`config.mk`:
```
export PLATFORM = sky130hd
export DESIGN_NAME = hex_spiral_address_adder_unit_flat
export DESIGN_NICKNAME = d
export VERILOG_FILES = /design/src/design/hsa_pkg.sv /design/src/design/hsa_if.sv /design/src/design/hsa_apb_regs.sv /design/src/design/hsa_core.sv /design/src/design/hex_spiral_address_adder_unit.sv /design/src/flat_wrapper.sv
export SDC_FILE = /design/constraint.sdc
export NUM_CORES = 1
export LEC_CHECK = 0
export ABC_AREA = 1
export BUFFER_PORTS_ARGS = -buffer_cell sky130_fd_sc_hd__buf_2
export CAP_MARGIN = 20
export CORE_MARGIN = 1.5
export CORE_UTILIZATION = 45
export CTS_CLUSTER_SIZE = 20
export DETAILED_ROUTE_END_ITERATION = 16
export GPL_TIMING_DRIVEN = 0
export RECOVER_POWER = 25
export SYNTH_ARGS = -nofsm -noshare
export SYNTH_HDL_FRONTEND = slang
export SYNTH_SLANG_ARGS = --single-unit
```
`constraint.sdc`:
```
create_clock -name clk -period 12 [get_ports clk]
set_input_delay 0.6 -clock clk [delete_from_list [all_inputs] [get_ports clk]]
set_output_delay 0.6 -clock clk [all_outputs]
set_load 0.02 [all_outputs]
```
`src/design/hsa_pkg.sv`:
```
// Package for the hexagonal spiral address adder: widths, defaults, the
// sequencer state type, the 7x7 digit addition table and digit helper functions.
// No dependencies; every other design file imports it.
`default_nettype none

package hsa_pkg;

  localparam int ADDR_W     = 34;
  localparam int DK_W       = 4;
  localparam int DIGITS_DEF = 12;
  localparam int CONV_BITS  = 2;
  localparam int APB_AW     = 3;
  localparam int APB_DW     = 32;

  localparam logic [DK_W-1:0] DK_RESET = DK_W'(12);
  localparam logic            REG_DIGITS_KEPT = 1'b0;

  typedef enum logic [2:0] {
    S_IDLE,
    S_CONV,
    S_ADD,
    S_RIPPLE,
    S_PACK,
    S_DONE
  } hsa_state_t;

  typedef struct packed {
    logic [2:0] carry;
    logic [2:0] digit;
  } digit_pair_t;

  // Each entry holds the carry digit in the upper octal place and the sum digit below.
  localparam logic [5:0] ADD_TABLE [7][7] = '{
    '{6'o00, 6'o01, 6'o02, 6'o03, 6'o04, 6'o05, 6'o06},
    '{6'o01, 6'o63, 6'o15, 6'o02, 6'o00, 6'o06, 6'o64},
    '{6'o02, 6'o15, 6'o14, 6'o26, 6'o03, 6'o00, 6'o01},
    '{6'o03, 6'o02, 6'o26, 6'o25, 6'o31, 6'o04, 6'o00},
    '{6'o04, 6'o00, 6'o03, 6'o31, 6'o36, 6'o42, 6'o05},
    '{6'o05, 6'o06, 6'o00, 6'o04, 6'o42, 6'o41, 6'o53},
    '{6'o06, 6'o64, 6'o01, 6'o00, 6'o05, 6'o53, 6'o52}
  };

  function automatic digit_pair_t hsa_lookup(input logic [2:0] a, input logic [2:0] b);
    digit_pair_t r;
    r = '0;
    if (a != 3'd7 && b != 3'd7) begin
      r = digit_pair_t'(ADD_TABLE[a][b]);
    end
    return r;
  endfunction

  // One base-7 digit of a doubling step: returns {carry out, new digit}.
  function automatic logic [3:0] dd_digit(input logic [2:0] d, input logic cin);
    logic [3:0] v;
    logic [3:0] r;
    v = {d, 1'b0} + {3'b000, cin};
    if (v >= 4'd7) begin
      r = {1'b1, 3'(v - 4'd7)};
    end else begin
      r = {1'b0, v[2:0]};
    end
    return r;
  endfunction

endpackage

`default_nettype wire

```
`src/design/hsa_if.sv`:
```
// Channel interfaces of the hexagonal spiral address adder: operand input and
// sum output, each with valid, ready and payload. Depends on hsa_pkg.
`default_nettype none

interface hsa_in_if import hsa_pkg::*; ();
  logic              valid;
  logic              ready;
  logic [ADDR_W-1:0] addend_a;
  logic [ADDR_W-1:0] addend_b;

  modport source (output valid, output addend_a, output addend_b, input ready);
  modport sink   (input valid, input addend_a, input addend_b, output ready);
endinterface

interface hsa_out_if import hsa_pkg::*; ();
  logic              valid;
  logic              ready;
  logic [ADDR_W-1:0] address_sum;

  modport source (output valid, output address_sum, input ready);
  modport sink   (input valid, input address_sum, output ready);
endinterface

`default_nettype wire

```
`src/design/hsa_apb_regs.sv`:
```
// APB-style configuration register block holding digits_kept.
// Depends on hsa_pkg.
`default_nettype none

module hsa_apb_regs import hsa_pkg::*; (
  input  wire logic              clk,
  input  wire logic              rst_n,
  input  wire logic              psel,
  input  wire logic              penable,
  input  wire logic              pwrite,
  input  wire logic [APB_AW-1:0] paddr,
  input  wire logic [APB_DW-1:0] pwdata,
  output logic      [APB_DW-1:0] prdata,
  output logic                   pready,
  output logic      [DK_W-1:0]   digits_kept
);

  logic [DK_W-1:0] digits_kept_r;
  logic            wr_en;

  assign pready = 1'b1;
  assign wr_en  = psel && penable && pwrite && pready && (paddr[2] == REG_DIGITS_KEPT);

  always_ff @(posedge clk) begin
    if (!rst_n) begin
      digits_kept_r <= DK_RESET;
    end else if (wr_en) begin
      digits_kept_r <= pwdata[DK_W-1:0];
    end
  end

  always_comb begin
    prdata = '0;
    if (paddr[2] == REG_DIGITS_KEPT) begin
      prdata = {{(APB_DW-DK_W){1'b0}}, digits_kept_r};
    end
  end

  assign digits_kept = digits_kept_r;

endmodule

`default_nettype wire

```
`src/design/hsa_core.sv`:
```
// Sequencer and shared datapath: binary to base-7 conversion, table addition with
// carry ripple through one shared table lookup, and Horner repacking. Uses hsa_pkg, hsa_if.
`default_nettype none

module hsa_core import hsa_pkg::*; #(
  parameter int DIGITS = DIGITS_DEF
) (
  input  wire logic            clk,
  input  wire logic            rst_n,
  input  wire logic [DK_W-1:0] digits_kept,
  hsa_in_if.sink               in_ch,
  hsa_out_if.source            out_ch
);

  localparam int IW       = $clog2(DIGITS);
  localparam int STEP_CNT = ADDR_W / CONV_BITS;
  localparam int SW       = $clog2(STEP_CNT);
  localparam logic [IW-1:0] TOP_IDX  = IW'(DIGITS - 1);
  localparam logic [SW-1:0] STEP_TOP = SW'(STEP_CNT - 1);

  hsa_state_t state_r;
  hsa_state_t state_nxt;

  logic [2:0]        da_r [DIGITS];
  logic [2:0]        db_r [DIGITS];
  logic [2:0]        res_r [DIGITS];
  logic [ADDR_W-1:0] sa_r;
  logic [ADDR_W-1:0] sb_r;
  logic [SW-1:0]     step_r;
  logic [IW-1:0]     i_r;
  logic [IW-1:0]     j_r;
  logic [2:0]        carry_r;
  logic [ADDR_W-1:0] acc_r;
  logic [ADDR_W-1:0] out_data_r;
  logic              out_valid_r;

  logic [2:0]        conv_a [DIGITS];
  logic [2:0]        conv_b [DIGITS];
  logic              ca_c;
  logic              cb_c;
  logic [2:0]        lk_a;
  logic [2:0]        lk_b;
  digit_pair_t       lk;
  logic              add_ripple;
  logic              rip_more;
  logic [2:0]        pack_digit;
  logic [ADDR_W-1:0] acc_nxt;
  logic              out_load;

  // Doubling steps of the base-7 digit vectors, one operand bit per step.
  always_comb begin
    ca_c = 1'b0;
    cb_c = 1'b0;
    for (int g = 0; g < DIGITS; g++) begin
      conv_a[g] = da_r[g];
      conv_b[g] = db_r[g];
    end
    for (int k = 0; k < CONV_BITS; k++) begin
      ca_c = sa_r[ADDR_W-1-k];
      cb_c = sb_r[ADDR_W-1-k];
      for (int g = 0; g < DIGITS; g++) begin
        {ca_c, conv_a[g]} = dd_digit(conv_a[g], ca_c);
        {cb_c, conv_b[g]} = dd_digit(conv_b[g], cb_c);
      end
    end
  end

  always_comb begin
    if (state_r == S_RIPPLE) begin
      lk_a = da_r[j_r];
      lk_b = carry_r;
    end else begin
      lk_a = da_r[i_r];
      lk_b = db_r[i_r];
    end
    lk = hsa_lookup(lk_a, lk_b);
  end

  assign add_ripple = (lk.carry != 3'd0) && (i_r != TOP_IDX);
  assign rip_more   = (lk.carry != 3'd0) && (j_r != TOP_IDX);
  assign pack_digit = (32'(i_r) < 32'(digits_kept)) ? res_r[i_r] : 3'd0;
  assign acc_nxt    = (acc_r << 3) - acc_r + ADDR_W'(pack_digit);
  assign out_load   = (state_r == S_DONE) && (!out_valid_r || out_ch.ready);

  always_comb begin
    state_nxt = state_r;
    unique case (state_r)
      S_IDLE: begin
        if (in_ch.valid) begin
          state_nxt = S_CONV;
        end
      end
      S_CONV: begin
        if (step_r == '0) begin
          state_nxt = S_ADD;
        end
      end
      S_ADD: begin
        if (add_ripple) begin
          state_nxt = S_RIPPLE;
        end else if (i_r == TOP_IDX) begin
          state_nxt = S_PACK;
        end
      end
      S_RIPPLE: begin
        if (!rip_more) begin
          state_nxt = S_ADD;
        end
      end
      S_PACK: begin
        if (i_r == '0) begin
          state_nxt = S_DONE;
        end
      end
      S_DONE: begin
        if (out_load) begin
          state_nxt = S_IDLE;
        end
      end
      default: state_nxt = S_IDLE;
    endcase
  end

  always_ff @(posedge clk) begin
    if (!rst_n) begin
      state_r     <= S_IDLE;
      out_valid_r <= 1'b0;
    end else begin
      state_r <= state_nxt;
      if (out_load) begin
        out_valid_r <= 1'b1;
      end else if (out_ch.ready) begin
        out_valid_r <= 1'b0;
      end
    end
  end

  always_ff @(posedge clk) begin
    if (out_load) begin
      out_data_r <= acc_r;
    end
    case (state_r)
      S_IDLE: begin
        if (in_ch.valid) begin
          sa_r   <= in_ch.addend_a;
          sb_r   <= in_ch.addend_b;
          step_r <= STEP_TOP;
          i_r    <= '0;
          for (int g = 0; g < DIGITS; g++) begin
            da_r[g] <= 3'd0;
            db_r[g] <= 3'd0;
          end
        end
      end
      S_CONV: begin
        sa_r   <= sa_r << CONV_BITS;
        sb_r   <= sb_r << CONV_BITS;
        step_r <= step_r - 1'b1;
        for (int g = 0; g < DIGITS; g++) begin
          da_r[g] <= conv_a[g];
          db_r[g] <= conv_b[g];
        end
      end
      S_ADD: begin
        res_r[i_r] <= lk.digit;
        carry_r    <= lk.carry;
        j_r        <= i_r + 1'b1;
        acc_r      <= '0;
        if (!add_ripple && (i_r != TOP_IDX)) begin
          i_r <= i_r + 1'b1;
        end
      end
      S_RIPPLE: begin
        da_r[j_r] <= lk.digit;
        carry_r   <= lk.carry;
        j_r       <= j_r + 1'b1;
        if (!rip_more) begin
          i_r <= i_r + 1'b1;
        end
      end
      S_PACK: begin
        acc_r <= acc_nxt;
        i_r   <= i_r - 1'b1;
      end
      default: begin
      end
    endcase
  end

  assign in_ch.ready        = (state_r == S_IDLE);
  assign out_ch.valid       = out_valid_r;
  assign out_ch.address_sum = out_data_r;

endmodule

`default_nettype wire

```
`src/design/hex_spiral_address_adder_unit.sv`:
```
// Hexagonal spiral address adder, top level. A transaction passes through acceptance,
// binary to base-7 conversion, table addition of the DIGITS digit pairs with a ripple
// step for each carry to propagate, Horner repacking of the DIGITS digits and output,
// one transaction at a time through the shared table.
// Reset (synchronous, rst_n low) idles the sequencer, drops the output valid and sets
// digits_kept to 12. Depends on hsa_pkg, hsa_if, hsa_apb_regs and hsa_core.
`default_nettype none

module hex_spiral_address_adder_unit import hsa_pkg::*; #(
  parameter int DIGITS = DIGITS_DEF
) (
  input  wire logic              clk,
  input  wire logic              rst_n,
  input  wire logic              psel,
  input  wire logic              penable,
  input  wire logic              pwrite,
  input  wire logic [APB_AW-1:0] paddr,
  input  wire logic [APB_DW-1:0] pwdata,
  output logic      [APB_DW-1:0] prdata,
  output logic                   pready,
  hsa_in_if.sink                 in_ch,
  hsa_out_if.source              out_ch
);

  logic [DK_W-1:0] digits_kept;

  hsa_apb_regs u_regs (
    .clk         (clk),
    .rst_n       (rst_n),
    .psel        (psel),
    .penable     (penable),
    .pwrite      (pwrite),
    .paddr       (paddr),
    .pwdata      (pwdata),
    .prdata      (prdata),
    .pready      (pready),
    .digits_kept (digits_kept)
  );

  hsa_core #(
    .DIGITS (DIGITS)
  ) u_core (
    .clk         (clk),
    .rst_n       (rst_n),
    .digits_kept (digits_kept),
    .in_ch       (in_ch),
    .out_ch      (out_ch)
  );

endmodule

`default_nettype wire
```
`src/flat_wrapper.sv`:
```
// flat-port wrapper written by rule: the top's interface ports become plain ports
module hex_spiral_address_adder_unit_flat import hsa_pkg::*;
#(
  parameter int DIGITS = DIGITS_DEF
)
  (clk, rst_n, psel, penable, pwrite, paddr, pwdata, prdata, pready, in_ch_valid, in_ch_addend_a, in_ch_addend_b, in_ch_ready, out_ch_valid, out_ch_address_sum, out_ch_ready);
  hsa_in_if in_ch_i ();
  hsa_out_if out_ch_i ();
  input  wire logic clk;
  input  wire logic rst_n;
  input  wire logic psel;
  input  wire logic penable;
  input  wire logic pwrite;
  input  wire logic [APB_AW-1:0] paddr;
  input  wire logic [APB_DW-1:0] pwdata;
  output logic      [APB_DW-1:0] prdata;
  output logic pready;
  input wire logic [$bits(in_ch_i.valid)-1:0] in_ch_valid;
  input wire logic [$bits(in_ch_i.addend_a)-1:0] in_ch_addend_a;
  input wire logic [$bits(in_ch_i.addend_b)-1:0] in_ch_addend_b;
  output wire logic [$bits(in_ch_i.ready)-1:0] in_ch_ready;
  output wire logic [$bits(out_ch_i.valid)-1:0] out_ch_valid;
  output wire logic [$bits(out_ch_i.address_sum)-1:0] out_ch_address_sum;
  input wire logic [$bits(out_ch_i.ready)-1:0] out_ch_ready;
  assign in_ch_i.valid = in_ch_valid;
  assign in_ch_i.addend_a = in_ch_addend_a;
  assign in_ch_i.addend_b = in_ch_addend_b;
  assign in_ch_ready = in_ch_i.ready;
  assign out_ch_valid = out_ch_i.valid;
  assign out_ch_address_sum = out_ch_i.address_sum;
  assign out_ch_i.ready = out_ch_ready;
  hex_spiral_address_adder_unit #(.DIGITS(DIGITS)) u_core (.clk(clk), .rst_n(rst_n), .psel(psel), .penable(penable), .pwrite(pwrite), .paddr(paddr), .pwdata(pwdata), .prdata(prdata), .pready(pready), .in_ch(in_ch_i), .out_ch(out_ch_i));
endmodule
```
==> results of run 1 <==
-- metal layers --
metal	part of all wire, %	vias to the layer above	wire, µm
li1	-	7649	-
met1	46	7078	21530
met2	46	457	21500
met3	6.4	72	3034
met4	2.3	2	1079
met5	0.025	-	12
-- worst min path at each step --
stage	startpoint	to	slack [ns]	cells after the start
4_1_cts	pwdata[2]	u_core.u_regs.digits_kept[2]$_SDFFE_PN1P_	0.26	3
5_1_grt	pwdata[2]	u_core.u_regs.digits_kept[2]$_SDFFE_PN1P_	0.29	3
6_report	pwdata[2]	u_core.u_regs.digits_kept[2]$_SDFFE_PN1P_	0.28	3
3_5_place_dp	u_core.u_core.acc_r[32]$_SDFFCE_PN0P_	u_core.u_core.out_ch.address_sum[32]$_DFFE_PP_	0.44	0
2_1_floorplan	u_core.u_core.acc_r[31]$_SDFFCE_PN0P_	u_core.u_core.out_ch.address_sum[31]$_DFFE_PP_	0.43	0
3_3_place_gp	u_core.u_core.acc_r[32]$_SDFFCE_PN0P_	u_core.u_core.out_ch.address_sum[32]$_DFFE_PP_	0.44	0
-- cell type report --
type / instances / area [µm²] / share of cell area, %
Timing Repair Buffer: 121 / 560.5 / 2.734
Multi-Input combinational cell: 1558 / 8095 / 39.48
Buffer: 93 / 586.8 / 2.862
Sequential cell: 288 / 8488 / 41.39
Clock inverter: 14 / 152.6 / 0.7444
Inverter: 263 / 999.7 / 4.875
Clock buffer: 48 / 965.9 / 4.710
Tap cell: 525 / 656.9 / 3.203
-- worst max-delay path: cells and delay by family (launching register included) --
| kind | cells | cell delay, ns |
|---|---|---|
| AOI/OAI and AO/OA | 11 | 3.56 |
| adders and majority gates | 13 | 2.71 |
| and+or+nand+nor | 7 | 0.71 |
| buffers and inverters | 11 | 0.56 |
| DFF | 1 | 0.38 |
| xor gates and xnor gates | 1 | 0.24 |
-- cell families after synthesis --
logic type / count (synthesis)
flops: 288
compound gates: 393
fa+ha+maj: 103
mux: 21
other cells: 2
buf+inv: 356
xor+xnor: 32
simple gates: 980
-- synthesized netlist by cell type (2+ instances only) --
library cell,count,area (µm²)
a211oi_1,3,22.52
a21boi_0,5,37.54
a21o_1,2,15.01
a21oi_1,141,705.7
a221oi_1,2,17.52
a22oi_1,2,15.01
a31oi_1,8,50.05
buf_2,13,65.06
buf_4,36,270.3
buf_6,11,123.9
clkbuf_1,31,116.4
conb_1,2,7.510
dfxtp_1,16,320.3
edfxtp_1,272,8168
ha_1,102,1276
inv_1,249,934.7
inv_2,11,41.29
mux2_2,19,214.0
mux2i_1,2,20.02
nand2_1,643,2414
nand2_2,7,43.79
nand2_4,3,33.78
nand3_1,156,780.8
nand3_2,4,40.04
nand3b_1,2,15.01
nand4_1,3,18.77
nor2_1,126,473.0
nor2_2,5,31.28
nor3_1,20,100.1
nor3b_1,3,22.52
o2111ai_1,2,17.52
o211ai_1,14,105.1
o21a_1,9,67.56
o21ai_0,153,765.7
o21ai_1,21,105.1
o21bai_1,2,15.01
o22ai_1,22,137.6
or2_2,4,25.02
xnor2_1,4,35.03
xor2_1,28,245.2
-- state kept, by name, indices dropped and copies added (netlist names), 3 cells and up, named ones only --
register / count
u_core.u_regs.digits_kept: 4
u_core.u_core.out_ch.address_sum: 34
u_core.u_core.state_r: 3
u_core.u_core.db_r: 36
u_core.u_core.step_r: 5
u_core.u_core.i_r: 4
u_core.u_core.sb_r: 34
u_core.u_core.sa_r: 34
u_core.u_core.j_r: 4
u_core.u_core.res_r: 36
u_core.u_core.carry_r: 3
u_core.u_core.da_r: 48
u_core.u_core.acc_r: 34
-- stage by stage --
step	setup WS (ns)	cells	total power [mW]	util (%)	hold slack, ns
after CTS	3.421	2910	6.679	51.88	0.2573
after floorplan	4.857	2202	4.546	-	0.4264
final	3.491	2910	6.685	51.61	0.2772
after global routing	2.535	2910	7.230	51.61	0.2917
after detailed placement	3.486	2848	5.603	49.07	0.4442
after global placement	3.671	2846	5.523	48.94	0.4363
-- power by group through the flow --
| stage | combinational [mW] | sequential [mW] | clock, mW |
|---|---|---|---|
| 2_1_floorplan | 2.64 | 1.91 | 0 |
| 3_3_place_gp | 3.52 | 2.00 | 0 |
| 3_5_place_dp | 3.60 | 2.00 | 0 |
| 4_1_cts | 3.63 | 1.98 | 1.07 |
| 5_1_grt | 4.11 | 2.02 | 1.10 |
| 6_report | 3.65 | 1.98 | 1.05 |
==> results.json, run 1 <==
{
  "worstPathArrival_ns": 8.75,
  "cp_max_fo": 6,
  "synth_mux_area_share_pct": 1.293,
  "end_kind": "flip-flop",
  "start_util_pct": 45.53,
  "rsz0062_at_grt": "false",
  "yosys_most_used_dff": "edfxtp_1",
  "ys_warn_count": 0,
  "clock_path_buffers": 3,
  "intPower_mw": 3.500,
  "antenna_found_initial": 1,
  "grt_pass1_vias": 14320,
  "use_met3_pct": 3.180,
  "busiest_layer": "met2",
  "first_pass_iters": 5,
  "nets": 2573,
  "synth-seq-cells": 288,
  "synth_top_family_by_area": "simple AND/OR/NAND/NOR gates",
  "ir_drop_v": 0.0002009,
  "synth_xor_area_share_pct": 1.549,
  "hold_path_class": "in2reg",
  "cpMaxStageDelayCell": "edfxtp_1",
  "clock_latency_ns": 0.55,
  "cts_buffers": 35,
  "drv_cap": 0,
  "cts_tree": "yes",
  "power.share.combinational_pct": 54.6,
  "crit_end": "u_core.u_core.db_r[11][0]$_SDFFCE_PP0P_",
  "clkTransAtPathRegs_ns": 0.06,
  "r2r-end": "u_core.u_core.db_r[11][0]$_SDFFCE_PP0P_",
  "area_growth_pct": 13.36,
  "grt_pass1_wl_um": 73780,
  "critPathLaunch": "u_core.u_core.db_r[0][0]$_SDFFCE_PN0P_",
  "synth_edf_count": 272,
  "r2r_setup_slack_ns": 3.49,
  "status": "complete, no violations",
  "drive_gt1_share_pct": 10.19,
  "critPathLaunchType": "flip-flop",
  "maxSlewHeadroom_pct": 4.176,
  "synth_seq_area_share_pct": 46.92,
  "wirelength_um": 47160,
  "fin_tns_setup_ns": 0,
  "p_seq_share_pct": 29.6,
  "timing.rr.start": "u_core.u_core.db_r[0][0]$_SDFFCE_PN0P_",
  "io_pins": 179,
  "synth_compound_area_share_pct": 11.86,
  "synth.distinct_cells": 57,
  "p_sw_mw": 3.186,
  "post_dp_cell_area_um2": 19490,
  "num_rows": 73,
  "use_met1_pct": 31.14,
  "swShare_pct": 47.65,
  "period_share_pct": 70.91,
  "clock-sinks": 288,
  "viasPerCell": 5.243,
  "grt.met2_usage_pct": 36.40,
  "cts_resized": 0,
  "critPathMostFrequentCell": "ha_1",
  "drcViolationCount": 0,
  "nFillCells": 3789,
  "fp.dieW_um": 203.5,
  "synthArstFlopShare_pct": 0,
  "ant_nets": 0,
  "dp_hpwl_um": 34690,
  "die-area_um2": 41410,
  "diodes": 0,
  "power_leakage_nw": 9.136,
  "numPortBuffers": 119,
  "cp_slowest_stage_delay_ns": 0.38,
  "layout_commonest_cell": "nand2_1",
  "hold_viol": 0,
  "initialDrtViolationCount": 1167,
  "syn_area_per_cell_um2": 8.317,
  "synthSimpleGateAreaFrac_pct": 22.38,
  "power_frac_clock_pct": 15.7,
  "grt_overflow": 0,
  "root_buffer": "clkbuf_16",
  "netlist_instances": 2175,
  "p_per_area_nw_per_um2": 326.0,
  "die_y_um": 203.5,
  "fin_skew_ns": 0.02200,
  "vias": 15258,
  "grt_max_degree": 74,
  "worstRegToRegCells": 43,
  "syn_area_um2": 18090,
  "hold_buffers": 0,
  "worstPathRequired_ns": 12.24,
  "path_class": "reg2reg",
  "final_cell_mix": "nand2_1 (643), edfxtp_1 (272), inv_1 (249), nand3_1 (156), o21ai_0 (153)",
  "synth-adder-area-share_pct": 7.166,
  "post_cts.repair.setup_buffers": 0,
  "htree_levels": 2,
  "worst_pin_slew_ns": 1.432,
  "slew_violations": 0,
  "place_congestion": 0.9255,
  "setup_viol_count_final": 0,
  "fin_area_um2": 20510,
  "period_needed_ns": 8.509,
  "wire_per_inst_um": 16.21,
  "grtUsageTotal_pct": 22.45,
  "core_area_um2": 39730,
  "fmax_mhz": 117.5
}
Power figures use the tool's default switching activity.
==> run 2: changes to the inputs <==
==> constraint.sdc (replaced) <==
create_clock -name clk -period 8.86 [get_ports clk]
set_input_delay 0.443 -clock clk [delete_from_list [all_inputs] [get_ports clk]]
set_output_delay 0.443 -clock clk [all_outputs]
set_load 0.02 [all_outputs]
==> results.json, run 2 (synthesis gave the netlist of run 1 again) <==
{
  "wire_per_inst_um": 16.18,
  "drive_gt1_share_pct": 10.31,
  "core_area_um2": 39730,
  "grt_pass1_vias": 14320,
  "wirelength_um": 47090,
  "end_kind": "flip-flop",
  "post_cts.repair.setup_buffers": 0,
  "largest_register": "u_core.u_core.da_r",
  "path_class": "reg2reg",
  "critPathLaunch": "u_core.u_core.db_r[0][0]$_SDFFCE_PN0P_",
  "fp.dieW_um": 203.5,
  "root_buffer": "clkbuf_16",
  "vias": 15264,
  "hold_path_class": "in2reg",
  "cts_buffers": 35,
  "area_growth_pct": 13.43,
  "largest_register_ffs": 48,
  "holdWs_ns": 0.1215,
  "viasPerCell": 5.245,
  "cp_max_fo": 6,
  "antenna_found_initial": 1,
  "nets": 2573,
  "power.share.combinational_pct": 54.6,
  "hold_viol": 0,
  "cp_slowest_stage_delay_ns": 0.38,
  "intPower_mw": 4.742,
  "slew_violations": 0,
  "cpMaxStageDelayCell": "edfxtp_1",
  "r2r-end": "u_core.u_core.db_r[11][0]$_SDFFCE_PP0P_",
  "dp_slack_ns": 0.3459,
  "worst_pin_slew_ns": 1.430,
  "first_pass_iters": 5,
  "power_leakage_nw": 9.139,
  "fin_skew_ns": 0.02166,
  "p_sw_mw": 4.301,
  "timing.rr.start": "u_core.u_core.db_r[0][0]$_SDFFCE_PN0P_",
  "numPortBuffers": 119,
  "fmax_mhz": 125.4,
  "start_util_pct": 45.53,
  "clkTransAtPathRegs_ns": 0.06,
  "p_per_area_nw_per_um2": 440.7,
  "grt_overflow": 0,
  "rsz0062_at_grt": "false",
  "drv_cap": 0,
  "clock_latency_ns": 0.55,
  "fin_ws_ns": 0.8868,
  "worstPathArrival_ns": 8.21,
  "r2r_setup_slack_ns": 0.89,
  "crit_end": "u_core.u_core.db_r[11][0]$_SDFFCE_PP0P_",
  "die_y_um": 203.5,
  "fin_tns_setup_ns": 0,
  "layout_commonest_cell": "nand2_1",
  "cts_resized": 0,
  "largest_registers": "u_core.u_core.da_r (48), u_core.u_core.db_r (36), u_core.u_core.res_r (36)",
  "diodes": 0,
  "period_needed_ns": 7.973,
  "period_share_pct": 89.99,
  "drcViolationCount": 0,
  "ant_nets": 0,
  "critPathMostFrequentCell": "ha_1",
  "setup_viol_count_final": 0,
  "dp_hpwl_um": 34690,
  "nFillCells": 3787,
  "num_rows": 73,
  "grtUsageTotal_pct": 22.45,
  "hold_buffers": 0,
  "initialDrtViolationCount": 1121,
  "die-area_um2": 41410,
  "register_area_um2": 8488,
  "io_pins": 179,
  "ir_drop_v": 0.0002604,
  "status": "complete, no violations",
  "place_congestion": 0.9255,
  "cts_tree": "yes",
  "critPathLaunchType": "flip-flop",
  "grt_max_degree": 74,
  "worstRegToRegCells": 43,
  "clock_path_buffers": 3,
  "power_frac_clock_pct": 15.7,
  "grt_pass1_wl_um": 73780,
  "multi_input_area_um2": 8110,
  "p_seq_share_pct": 29.7,
  "swShare_pct": 47.56,
  "maxSlewHeadroom_pct": 4.306,
  "worstPathRequired_ns": 9.10,
  "htree_levels": 2,
  "final_cell_mix": "nand2_1 (643), edfxtp_1 (272), inv_1 (249), nand3_1 (156), o21ai_0 (153)",
  "clock-sinks": 288
}
run 2: changes by cell type in the layout (fill, tap and decap cells not counted), sizes merged:
| cell | previous run | this run |
|---|---|---|
| buf | 140 | 139 |
| clkbuf | 122 | 123 |
run 2: metrics by stage:
| step | util, % | std cells | area (µm²) | power, mW |
|---|---|---|---|---|
| CTS | 51.88 | 2910 | 20610 | 9.047 |
| global route | 51.65 | 2910 | 20520 | 9.800 |
| global placement | 48.94 | 2846 | 19440 | 7.481 |
| floorplan | - | 2202 | 18190 | 6.157 |
| detailed placement | 49.07 | 2848 | 19490 | 7.588 |
| finish | 51.65 | 2910 | 20520 | 9.042 |
run 2: routing by layer:
layer / up-vias / track usage, % / wire length [µm]
li1: 7640 / - / -
met1: 7103 / 31.14 / 21560
met2: 450 / 36.40 / 21550
met3: 69 / 3.180 / 2937
met4: 2 / 6.878 / 1028
met5: - / 0 / 12
run 2: final cells by class:
| class | instances | share of cell area, % |
|---|---|---|
| sequential | 288 | 41.37 |
| timing repair buffer | 121 | 2.726 |
| buffer | 93 | 2.860 |
| clock buffer | 48 | 4.707 |
| inverter | 263 | 4.872 |
| multi-input combinational | 1558 | 39.52 |
| clock inverter | 14 | 0.7439 |
| tap | 525 | 3.201 |
run 2: power by group through the flow:
| stage | Combinational [mW] | Sequential [mW] | Clock [mW] |
|---|---|---|---|
| after floorplan | 3.57 | 2.59 | 0 |
| after global placement | 4.77 | 2.71 | 0 |
| after detailed placement | 4.88 | 2.71 | 0 |
| after CTS | 4.91 | 2.68 | 1.45 |
| after global routing | 5.57 | 2.73 | 1.50 |
| final | 4.94 | 2.68 | 1.42 |
run 2: critical path, delay by kind of cell (launching register included):
| family | cells | cell delay, ns |
|---|---|---|
| simple gates | 7 | 0.71 |
| flops | 1 | 0.38 |
| compound gates | 11 | 3.10 |
| xor+xnor | 1 | 0.24 |
| fa+ha+maj | 13 | 2.62 |
| buf+inv | 11 | 0.61 |
run 2: how the worst min path moves through the flow:
stage,endpoint,slack (ns),cells past startpoint,from
5_1_grt,u_core.u_regs.digits_kept[2]$_SDFFE_PN1P_,0.13,3,pwdata[2]
3_3_place_gp,u_core.u_core.out_ch.address_sum[32]$_DFFE_PP_,0.44,0,u_core.u_core.acc_r[32]$_SDFFCE_PN0P_
6_report,u_core.u_regs.digits_kept[2]$_SDFFE_PN1P_,0.12,3,pwdata[2]
4_1_cts,u_core.u_regs.digits_kept[2]$_SDFFE_PN1P_,0.10,3,pwdata[2]
3_5_place_dp,u_core.u_core.out_ch.address_sum[32]$_DFFE_PP_,0.44,0,u_core.u_core.acc_r[32]$_SDFFCE_PN0P_
2_1_floorplan,u_core.u_core.out_ch.address_sum[31]$_DFFE_PP_,0.43,0,u_core.u_core.acc_r[31]$_SDFFCE_PN0P_
==> run 3: changes to the inputs <==
--- a/config.mk
+++ b/config.mk
@@ -12,7 +12,7 @@
 export CORE_UTILIZATION = 45
 export CTS_CLUSTER_SIZE = 20
 export DETAILED_ROUTE_END_ITERATION = 16
-export GPL_TIMING_DRIVEN = 0
+export PLACE_DENSITY = 0.69
 export RECOVER_POWER = 25
 export SYNTH_ARGS = -nofsm -noshare
 export SYNTH_HDL_FRONTEND = slang
==> results.json, run 3 (synthesis gave the netlist of run 1 again) <==
{
  "status": "finished with violations",
  "violations": "max-capacitance violations, max-slew violations",
  "clock_latency_ns": 0.53,
  "grt_overflow": 0,
  "slew_violations": 34,
  "place_congestion": 0.9024,
  "fmax_mhz": 125.8,
  "post_cts.repair.setup_buffers": 0,
  "largest_registers": "u_core.u_core.da_r (48), u_core.u_core.db_r (36), u_core.u_core.res_r (36)",
  "grt_pass1_vias": 14012,
  "diodes": 0,
  "largest_register": "u_core.u_core.da_r",
  "wire_per_inst_um": 14.82,
  "power_leakage_nw": 8.783,
  "io_pins": 179,
  "fin_skew_ns": 0.01726,
  "period_share_pct": 89.70,
  "path_class": "reg2reg",
  "ir_drop_v": 0.0002521,
  "cts_buffers": 34,
  "cp_slowest_stage_delay_ns": 0.38,
  "worst-path-buf-inv": 11,
  "initialDrtViolationCount": 1202,
  "setup_viol_count_final": 0,
  "layout_commonest_cell": "nand2_1",
  "largest_register_ffs": 48,
  "drcViolationCount": 0,
  "numPortBuffers": 119,
  "holdWs_ns": 0.1469,
  "p_per_area_nw_per_um2": 433.8,
  "grtUsageTotal_pct": 20.01,
  "root_buffer": "clkbuf_16",
  "area_growth_pct": 10.06,
  "cp_max_fo": 6,
  "maxSlewHeadroom_pct": -64.79,
  "critPathLaunch": "u_core.u_core.db_r[0][0]$_SDFFCE_PN0P_",
  "rsz0062_at_grt": "false",
  "final_cell_mix": "nand2_1 (644), edfxtp_1 (272), inv_1 (252), nand3_1 (156), o21ai_0 (153)",
  "dp_hpwl_um": 29290,
  "num_rows": 73,
  "nets": 2488,
  "fp.dieW_um": 203.5,
  "htree_levels": 2,
  "clock_path_buffers": 3,
  "clkTransAtPathRegs_ns": 0.06,
  "first_pass_iters": 6,
  "wirelength_um": 41860,
  "core_area_um2": 39730,
  "cts_tree": "yes",
  "period_needed_ns": 7.948,
  "fin_tns_setup_ns": 0,
  "critPathLaunchType": "flip-flop",
  "antenna_found_initial": 0,
  "drive_gt1_share_pct": 8.043,
  "die_y_um": 203.5,
  "end_kind": "flip-flop",
  "viasPerCell": 5.251,
  "worstPathArrival_ns": 8.19,
  "critPathMostFrequentCell": "ha_1",
  "die-area_um2": 41410,
  "hold_path_class": "in2reg",
  "ant_nets": 0,
  "vias": 14833,
  "crit_family": "compound AO/OA/AOI/OAI gates",
  "hold_start": "pwdata[2]",
  "nFillCells": 3760,
  "grt_pass1_wl_um": 67600,
  "cpMaxStageDelayCell": "edfxtp_1",
  "drv_cap": 1,
  "grt_max_degree": 78,
  "worstPathRequired_ns": 9.10,
  "clock-sinks": 288,
  "hold_viol": 0,
  "worst_pin_slew_ns": 2.463,
  "start_util_pct": 45.53,
  "timing.rr.start": "u_core.u_core.db_r[0][0]$_SDFFCE_PN0P_"
}
run 3: area by class of cell:
cell class                 instances  area, µm²  area share (%)
sequential                       288       8489           42.64
tap                              525      656.9           3.299
inverter                         263      997.2           5.009
clock inverter                    16      122.6          0.6159
clock buffer                      45      923.4           4.638
multi-input combinational       1558       8104           40.71
timing repair buffer             130      615.6           3.092
run 3: routing by layer:
| layer | global-route usage [%] | part of all wire [%] | vias up | wire length [µm] |
|---|---|---|---|---|
| met3 | 3.771 | 6.0 | 69 | 2492 |
| li1 | - | - | 7457 | - |
| met2 | 33.43 | 47 | 450 | 19640 |
| met4 | 6.058 | 2.3 | 0 | 953 |
| met1 | 26.34 | 45 | 6857 | 18770 |
| met5 | 0 | 0 | - | 0 |
run 3: tightest hold or removal path: stages:
cell and delay, ns:
buf_2 0.08, nand2_1 0.04, o211ai_1 0.06
run 3: report_power, final:
part	leakage, nW	internal, mW	switching (mW)
Combinational	5.53	1.39	3.18
Clock	0.503	0.789	0.543
Sequential	2.75	2.38	0.350
run 3: through the flow:
stage	power (mW)	std cells	worst slack (ns)	instance area (µm²)	utilization, %
6_report	8.637	2825	0.9124	19910	50.11
4_1_cts	8.659	2825	0.5168	19990	50.31
5_1_grt	9.423	2825	0.07390	19910	50.11
3_5_place_dp	7.285	2764	0.5511	18940	47.68
2_1_floorplan	6.157	2202	1.717	18190	-
3_3_place_gp	7.146	2764	0.9717	18940	47.68
run 3: what timing repair did:
item	CTS	global route
resized for setup	0	3
endpoints found under the setup margin	0	3
hold buffers	0	0
run 3: final timing paths:
kind | end | slack [ns] | depth (start not counted)
setup / recovery | u_core.u_core.db_r[11][0]$_SDFFCE_PP0P_ | 0.91 | 43
hold / removal | u_core.u_regs.digits_kept[2]$_SDFFE_PN1P_ | 0.15 | 3
setup reg to reg | u_core.u_core.db_r[11][0]$_SDFFCE_PP0P_ | 0.91 | 43
hold reg to reg | u_core.u_core.out_ch.address_sum[31]$_DFFE_PP_ | 0.45 | 0
